File: src/hdl/uniform_grid_neighbour_search_top_defines.svh
// ----------------------------------------------------------------------------
// uniform grid neighbour search assertion macros
// shared assertion forms for the grid search top level
// ----------------------------------------------------------------------------
`ifndef UNIFORM_GRID_NEIGHBOUR_SEARCH_TOP_DEFINES_SVH
`define UNIFORM_GRID_NEIGHBOUR_SEARCH_TOP_DEFINES_SVH

// implication checked on every rising clock edge outside reset
`define UGNS_ASSERT_IMPL(lbl, clk_s, rst_n, ante, cons, msg) \
	lbl: assert property (@(posedge clk_s) disable iff (!rst_n) (ante) |-> (cons)) \
		else $error(msg);

// next-cycle implication
`define UGNS_ASSERT_NEXT(lbl, clk_s, rst_n, ante, cons, msg) \
	lbl: assert property (@(posedge clk_s) disable iff (!rst_n) (ante) |=> (cons)) \
		else $error(msg);

`endif

File: src/hdl/ugns_pkg.sv
// ----------------------------------------------------------------------------
// ugns_pkg
// types, constants and helpers for the uniform grid neighbour search
// ----------------------------------------------------------------------------
package ugns_pkg;
	localparam int MaxCellsPerAxisDef = 8;
	localparam int CellSlotsDef = 16;
	localparam int MaxNeighboursDef = 64;
	localparam int IdBitsDef = 12;

	localparam int PosW = 24;
	localparam int CsW = 20;
	localparam int DimW = 4;
	localparam int CfgIdxW = 2;
	localparam int CfgDataW = 20;
	localparam int QuotW = 24;
	localparam int DistW = 52;

	typedef enum logic [1:0] {
		KIND_CLEAR  = 2'd0,
		KIND_INSERT = 2'd1,
		KIND_RADIUS = 2'd2,
		KIND_LIST   = 2'd3
	} kind_t;

	typedef enum logic [1:0] {
		ST_OK    = 2'd0,
		ST_OUT   = 2'd1,
		ST_FULL  = 2'd2,
		ST_TRUNC = 2'd3
	} status_t;

	typedef enum logic [1:0] {
		REG_CELL_SIZE = 2'd0,
		REG_COLUMNS   = 2'd1,
		REG_ROWS      = 2'd2,
		REG_LAYERS    = 2'd3
	} reg_idx_t;

	typedef enum logic [3:0] {
		S_IDLE,
		S_DIV,
		S_DECODE,
		S_CLEAR,
		S_CELL,
		S_FILL,
		S_SLOT_RD,
		S_SLOT_WAIT,
		S_DIST,
		S_SUM,
		S_CMP,
		S_FLUSH,
		S_WRITE
	} state_t;

	// controller -> datapath
	typedef struct packed {
		logic load;
		logic div_start;
		logic clr_start;
		logic cell_first;
		logic cell_next;
		logic fill_rd;
		logic slot_first;
		logic slot_rd;
		logic slot_next;
		logic dist_s1;
		logic dist_s2;
		logic dist_s3;
		logic do_insert;
		logic emit_match;
		logic emit_final;
		logic [1:0] final_status;
	} ctrl_t;

	// datapath -> controller
	typedef struct packed {
		logic div_done;
		logic clr_done;
		logic in_grid;
		logic cell_full;
		logic cell_ok;
		logic cell_last;
		logic slot_valid;
		logic match;
		logic any_out;
		logic trunc;
	} stat_t;

	function automatic logic [DimW-1:0] eff_dim(input logic [DimW-1:0] r,
		input logic [DimW-1:0] mx);
		eff_dim = (r > mx) ? mx : r;
	endfunction
endpackage

File: src/hdl/ugns_ctrl.sv
// ----------------------------------------------------------------------------
// ugns_ctrl
// sequencer for clear, insert and the two query walks
// ----------------------------------------------------------------------------
module ugns_ctrl
	import ugns_pkg::*;
(
	input  logic       clk,
	input  logic       arst_n,
	input  logic       start,
	input  logic [1:0] kind,
	input  stat_t      stat,
	output ctrl_t      ctrl,
	output logic       busy
);
	state_t state_q, state_d;
	logic [1:0] kind_q;

	always_ff @(posedge clk or negedge arst_n) begin
		if (!arst_n) state_q <= S_IDLE;
		else state_q <= state_d;
	end

	always_ff @(posedge clk) begin
		if (state_q == S_IDLE && start) kind_q <= kind;
	end

	always_comb begin
		state_d = state_q;
		ctrl    = '0;
		busy    = 1'b1;
		case (state_q)
			S_IDLE: begin
				busy = !stat.clr_done;
				if (start && stat.clr_done) begin
					ctrl.load = 1'b1;
					if (kind == KIND_CLEAR) begin
						ctrl.clr_start = 1'b1;
						state_d = S_CLEAR;
					end else begin
						ctrl.div_start = 1'b1;
						state_d = S_DIV;
					end
				end
			end
			S_DIV: if (stat.div_done) begin
				ctrl.cell_first = 1'b1;
				state_d = S_DECODE;
			end
			S_CLEAR: begin
				ctrl.emit_final = 1'b1;
				ctrl.final_status = ST_OK;
				state_d = S_IDLE;
			end
			S_DECODE: begin
				if (kind_q != KIND_RADIUS && !stat.cell_ok) begin
					ctrl.emit_final = 1'b1;
					ctrl.final_status = ST_OUT;
					state_d = S_IDLE;
				end else state_d = S_CELL;
			end
			S_CELL: begin
				if (stat.cell_ok) begin
					ctrl.fill_rd = 1'b1;
					state_d = S_FILL;
				end else if (stat.cell_last) state_d = S_FLUSH;
				else ctrl.cell_next = 1'b1;
			end
			S_FILL: begin
				ctrl.slot_first = 1'b1;
				if (kind_q == KIND_INSERT) begin
					if (stat.cell_full) begin
						ctrl.emit_final = 1'b1;
						ctrl.final_status = ST_FULL;
						state_d = S_IDLE;
					end else state_d = S_WRITE;
				end else state_d = S_SLOT_RD;
			end
			S_WRITE: begin
				ctrl.do_insert = 1'b1;
				ctrl.emit_final = 1'b1;
				ctrl.final_status = ST_OK;
				state_d = S_IDLE;
			end
			S_SLOT_RD: begin
				if (stat.slot_valid) begin
					ctrl.slot_rd = 1'b1;
					state_d = S_SLOT_WAIT;
				end else if (stat.cell_last) state_d = S_FLUSH;
				else begin
					ctrl.cell_next = 1'b1;
					state_d = S_CELL;
				end
			end
			S_SLOT_WAIT: begin
				ctrl.dist_s1 = 1'b1;
				state_d = S_DIST;
			end
			S_DIST: begin
				ctrl.dist_s2 = 1'b1;
				state_d = S_SUM;
			end
			S_SUM: begin
				ctrl.dist_s3 = 1'b1;
				state_d = S_CMP;
			end
			S_CMP: begin
				ctrl.emit_match = stat.match;
				ctrl.slot_next = 1'b1;
				state_d = S_SLOT_RD;
			end
			S_FLUSH: begin
				ctrl.emit_final = 1'b1;
				ctrl.final_status = ST_OK;
				state_d = S_IDLE;
			end
			default: state_d = S_IDLE;
		endcase
	end
endmodule

File: config.mk
export PLATFORM = sky130hd
export DESIGN_NAME = ugns_ctrl
export DESIGN_NICKNAME = d
export VERILOG_FILES = /design/src/hdl/uniform_grid_neighbour_search_top_defines.svh /design/src/hdl/ugns_pkg.sv /design/src/hdl/ugns_ctrl.sv
export SDC_FILE = /design/constraint.sdc
export NUM_CORES = 1
export LEC_CHECK = 0
export ABC_AREA = 1
export BUFFER_PORTS_ARGS = -buffer_cell sky130_fd_sc_hd__buf_2
export CAP_MARGIN = 20
export CORE_AREA = 4 4 42 44
export CTS_BUF_LIST = sky130_fd_sc_hd__clkbuf_2
export DETAILED_ROUTE_END_ITERATION = 10
export DIE_AREA = 0 0 46 48
export PLACE_DENSITY = 0.75
export SLEW_MARGIN = 30
export SYNTH_ARGS = -nofsm -noshare
export SYNTH_HDL_FRONTEND = slang
export SYNTH_SLANG_ARGS = --single-unit
File: constraint.sdc
create_clock -name clk -period 1.4 [get_ports clk]
set_input_delay 0.07 -clock clk [delete_from_list [all_inputs] [get_ports clk]]
set_output_delay 0.07 -clock clk [all_outputs]
set_load 0.02 [all_outputs]
==> results.yml, run 1 <==
cts:
  cts.sinks: 6
  cts-root-buf: "clkbuf_2"
  cts_tree: "built"
  cts.htree.levels: 1
  cts_inserted_buffers: 3
  insertion_delay_ns: 0.24
  clkTransAtPathRegs_ns: 0.07
  clockBufferDepth: 2
sta:
  setup_violations: 4
  post-route-period-util_pct: 103
  finalSetupTns_ns: -0.106
  max_slew.worst_pin.slew_ns: 0.233
  timing.final.max_slew_violations: 0
  skew_ns: 0.00499
  setup_ws_ns: -0.0490
  fmaxAchievable_mhz: 690
  rsz0062_at_grt: "yes"
  hold_viol_final: 0
  layout_min_cycle_time_ns: 1.45
  relSlewSlack_pct: 84.4
yosys:
  yosysTopAreaCell: "dfrtp_1"
  yosys_warnings: 0
  syn_avg_cell_area_sq_um: 5.70
  synth_common_cells: "nand2_1 (25), nor2_1 (19), inv_1 (18)"
  synth_seq_area_share_pct: 27.8
  synth_cells: 101
  syn_area_sq_um: 576
  synth_edf_count: 2
  synth_top_area_share_pct: 17.4
  synth_nets: 116
  synthDistinctLibCells: 16
  synthArstFlopShare_pct: 66.7
  yosys-top-cells-area: "dfrtp_1 (17%), nand2_1 (16%), nor2_1 (12%), inv_1 (12%), nand3_1 (11%)"
  yosysMostFrequentCell: "nand2_1"
  synthFlopType: "dfrtp_1"
  ys_ff_latch: 6
setup_path:
  end_kind: "primary output"
  reg2reg_setup_slack_ns: 0.07
  worst_setup_path_start_kind: "register"
  required_ns: 1.33
  cp_max_fo: 4
  arrival_ns: 1.38
  path_class: "reg2out"
global_routing:
  grt_overflow: 0
  track_usage_pct: 19.4
  grt_max_degree: 6
  grt_pass1_vias: 786
  grt_pass1_wl_um: 3080
  antenna_found_initial: 0
routing:
  drc_errors: 0
  first_pass_iters: 4
  via_count: 855
  ant_nets: 0
  viasPerCell: 5.06
  wire_per_inst_um: 12.9
  routed_wl_um: 2180
  drt_iter0_markers: 24
pwr:
  peakVddDrop_v: 0.00119
  finalPower_uw: 1860
  leakage_uw: 0.000599
  cellPowerDensity_mw_per_mm2: 1760
status:
  failed_checks: "negative setup slack"
  status: "finished with violations"
layout:
  nFillCells: 113
  area_growth_pct: 83.9
  final_net_count: 169
  n_antenna_cell: 0
  utilization_pct: 73.7
  drive_gt1_share_pct: 52.3
  final_cells: 169
floorplanning:
  fp.dieArea_sq_mm: 0.00221
  fp.dieH_um: 48
  start_util_pct: 40.1
  die_w_um: 46
  core_sq_mm: 0.00144
  io-pin-count: 33
  rows: 14
place:
  port_buffers: 29
  detailed_place_hpwl_um: 1370
  place_inst: 149
  gp_congestion: 0.859
flow_run:
  maxCapViolCount: 0
min_path:
  hold_class: "in2reg"
power breakdown:
part	switching, uW	internal (uW)
combinational	800	557
sequential	101	257
clock	73.4	75.8
total	974	890
kinds of logic (layout without fill, tap and decap cells):
family                 count (synthesis)  in the layout  synth area share [%]
DFF                                    6              6                  27.8
and+or+nand+nor                       72             72                  56.3
buffers and inverters                 19             71                  12.4
AOI/OAI and AO/OA                      4              4                  3.48
worst paths after layout:
| check | depth (start not counted) | from | end |
|---|---|---|---|
| worst max register to register | 8 | state_q[0] | state_q[2] |
| worst max-delay path | 7 | state_q[2] | ctrl[7] |
| worst min-delay path | 1 | kind[1] | kind_q[1] |
| worst min register to register | 6 | kind_q[1] | state_q[2] |
| max in group asynchronous | 2 | arst_n | state_q[3] |
| min in group asynchronous | 2 | arst_n | state_q[2] |
flip-flops by register name, indices dropped and copies added (netlist names):
name / count
kind_q: 2
state_q: 4
what timing repair did:
action / CTS / global route
setup endpoints to repair: 11 / 12
pin swaps: 6 / 11
resized for setup: 24 / 24
hold buffers: 1 / 0
cloned: 0 / 0
endpoints found under the hold margin: 4 / 0
buffers inserted: 11 / 4
stage by stage:
step / area, sq um / hold slack [ns] / setup WS, ns
3_3_place_gp: 774 / -0.128 / 0.114
6_report: 1060 / 0.0702 / -0.0490
3_5_place_dp: 774 / -0.126 / 0.0919
5_1_grt: 1060 / 0.0712 / -0.107
2_1_floorplan: 587 / -0.226 / 0.0193
4_1_cts: 943 / 0.0546 / -0.0242
cell type report:
| class | count | area [sq um] | area share [%] |
|---|---|---|---|
| clock buffers | 4 | 20.0 | 1.89 |
| inverters | 19 | 73.8 | 6.97 |
| multi-input cells | 76 | 440 | 41.6 |
| flip-flops and latches | 6 | 164 | 15.5 |
| well taps | 16 | 20.0 | 1.89 |
| repair buffers | 48 | 340 | 32.2 |
metal layers:
layer	track usage, %	share of wire, %	vias up
met5	0	0	-
met2	37.6	55	47
met4	9.66	0.73	0
li1	-	-	425
met3	4.14	7.2	2
met1	19.2	37	381
cells in the final DEF, fill, tap and decap left out, types with 4 or more instances in the layout:
cell type,netlist,layout
buf_6,0,8
inv_1,18,14
nand2_1,25,18
nor2_1,19,15
nor2_4,1,7
inv_2,1,4
buf_2,0,21
nand3_1,13,13
clkbuf_2,0,4
buf_4,0,18
nand2_2,1,6
critical path, stage by stage (launching register included):
cell and delay [ns]:
dfrtp_1 0.43, inv_2 0.10, nor2_4 0.13, buf_4 0.12, buf_4 0.12, nand2_2 0.06, inv_1 0.07, buf_6 0.11
Power figures use the tool's default switching activity.
==> inputs of run 2 (changes only) <==
Settings changed: ABC_AREA 1 to unset, CORE_AREA 4 4 42 44 to 4 4 47 49, DIE_AREA 0 0 46 48 to 0 0 51 53, PLACE_DENSITY 0.75 to unset.
Clock period 1.4 ns to 1.8 ns, I/O delays scaled along.
==> results.yml, run 2 <==
pwr:
  peakVddDrop_v: 0.000838
  leakage_uw: 0.000419
  switching_share_pct: 47.2
  power_frac_seq_pct: 22.2
  p_sw_uw: 575
  p_int_uw: 644
  p_comb_share_pct: 68.9
  clkPwrFrac_pct: 8.9
  cellPowerDensity_mw_per_mm2: 1420
yosys:
  syn_area_sq_um: 596
  synth_nets: 90
  synth_xor_xnor_area_share_pct: 0
  yosys-top-cells-area: "dfrtp_1 (17%), edfxtp_1 (10%), nor2_1 (6.9%), nor3_1 (4.2%), nand2_1 (3.8%)"
  ys_ff_latch: 6
  synthDistinctLibCells: 39
  synth_compound_area_share_pct: 20.4
  synth_edf_count: 2
  synth_top_area_share_pct: 16.8
  yosys_warnings: 0
  synth_cells: 75
  synth_common_cells: "nor2_1 (11), nand2_1 (6), nor3_1 (5)"
  synthSimpleGateAreaFrac_pct: 43.7
  synthAdderAreaFrac_pct: 0
  yosysTopAreaCell: "dfrtp_1"
  synthArstFlopShare_pct: 66.7
  synth_seq_area_share_pct: 26.9
  yosysMostFrequentCell: "nor2_1"
  syn_avg_cell_area_sq_um: 7.94
  synthFlopType: "dfrtp_1"
  synthMuxAreaShare_pct: 1.68
  synth_top_family_by_area: "simple AND/OR/NAND/NOR gates"
routing:
  first_pass_iters: 4
  via_count: 725
  drt_iter0_markers: 12
  wire_per_inst_um: 12.4
  drc_errors: 0
  routed_wl_um: 1750
  ant_nets: 0
  viasPerCell: 5.14
sta:
  relSlewSlack_pct: 76.0
  setup_ws_ns: 0.138
  layout_min_cycle_time_ns: 1.66
  max_slew.worst_pin.slew_ns: 0.358
  fmaxAchievable_mhz: 602
  hold_viol_final: 0
  post-route-period-util_pct: 92.3
  finalSetupTns_ns: 0
  skew_ns: 0.0236
  holdWs_ns: 0.0862
  timing.final.max_slew_violations: 0
  setup_violations: 0
layout:
  final_common_cell: "buf_2"
  area_growth_pct: 43.9
  final_net_count: 130
  seqCellArea_sq_um: 163
  multi_input_area_sq_um: 403
  largest_reg_flops: 4
  top_register: "state_q"
  n_antenna_cell: 0
  layout_common_cells: "buf_2 (29), nor2_1 (11), buf_4 (9), nand2_1 (6), nor3_1 (5)"
  nFillCells: 198
  final_area_sq_um: 857
  top_regs: "state_q: 4 flops, kind_q: 2 flops"
  drive_gt1_share_pct: 46.5
min_path:
  min_path_cells: 1
  hold_path_startpoint: "kind[0]"
  min_to: "kind_q[0]"
  hold_class: "in2reg"
global_routing:
  grt_max_degree: 15
  antenna_found_initial: 0
  grt_pass1_wl_um: 2860
  grt_pass1_vias: 691
  grt_overflow: 0
  track_usage_pct: 13.7
cts:
  cts-root-buf: "clkbuf_2"
  cts_inserted_buffers: 3
  clkTransAtPathRegs_ns: 0.08
  cts.htree.levels: 1
  cts.sinks: 6
  cts_tree: "built"
  clockBufferDepth: 2
  insertion_delay_ns: 0.23
place:
  detailed_place_hpwl_um: 1360
  gp_congestion: 0.884
  place_ws_ns: 0.243
  port_buffers: 29
  dpl-instance-area_sq_um: 783
setup_path:
  reg2reg_setup_slack_ns: 0.26
  ff2ff_path_depth: 5
  slowest_stage: "dfrtp_1"
  path_class: "reg2out"
  r2r-end: "state_q[1]"
  arrival_ns: 1.57
  cp_max_fo: 9
  end_kind: "primary output"
  crit_chain: "buf_4 > nand2b_1 > nor4b_1 > buf_2"
  worst_setup_path_start_kind: "register"
  r2r_start: "state_q[0]"
  required_ns: 1.71
  slowest_delay_ns: 0.53
flow_run:
  maxCapViolCount: 0
status:
  status: "finished clean"
floorplanning:
  fp.dieArea_sq_mm: 0.00270
  core_sq_mm: 0.00186
  io-pin-count: 33
  start_util_pct: 32.0
  fp.dieH_um: 53
  rows: 16
  die_w_um: 51
[run 2: per-layer routing]
metal	up-vias	share of wire (%)	track usage, %
li1	360	-	-
met1	331	46	17.5
met2	34	48	22.5
met3	0	5.9	3.38
met4	0	0	4.48
met5	-	0	0
[run 2: power groups by stage]
stage	Clock [uW]	Sequential (uW)	Combinational, uW
finish	109	271	839
global route	126	278	909
CTS	113	292	721
detailed placement	0	294	716
global placement	0	298	710
floorplan	0	241	558
[run 2: worst max-delay path by stage]
stage,from,end,slack (ns)
3_5_place_dp,state_q[0],state_q[1],0.24
6_report,state_q[1],ctrl[0],0.14
5_1_grt,state_q[2],ctrl[15],-0.001
2_1_floorplan,state_q[3],ctrl[15],0.28
3_3_place_gp,state_q[0],state_q[3],0.23
4_1_cts,state_q[0],ctrl[14],0.007
[run 2: kinds of logic after synthesis]
| logic type | after synthesis |
|---|---|
| buffers and inverters | 8 |
| AO/OA/AOI/OAI | 17 |
| multiplexers | 1 |
| flip-flops | 6 |
| AND/OR/NAND/NOR | 43 |
[run 2: repair_timing]
| item | CTS | global route |
|---|---|---|
| endpoints found under the hold margin | 4 | 0 |
| hold buffers | 1 | 0 |
| resized for setup | 0 | 4 |
| setup endpoints to repair | 0 | 3 |
| setup buffers | 0 | 4 |
[run 2: critical path, delay by kind of cell (launching register included)]
kind / cells / cell delay [ns]
DFF: 1 / 0.53
buffers and inverters: 2 / 0.44
and+or+nand+nor: 2 / 0.40
[run 2: area by class of cell]
type,instances,area share [%]
multi-input combinational,61,47.0
timing repair buffer,39,26.0
sequential,6,19.0
tap,27,3.94
clock buffer,4,2.34
inverter,4,1.75
[run 2: through the flow]
stage | utilization (%) | std cells | total power [uW]
finish | 46.0 | 141 | 1220
global route | 46.0 | 141 | 1310
CTS | 43.7 | 137 | 1130
detailed placement | 42.1 | 132 | 1010
global placement | 42.1 | 132 | 1010
floorplan | - | 75 | 799
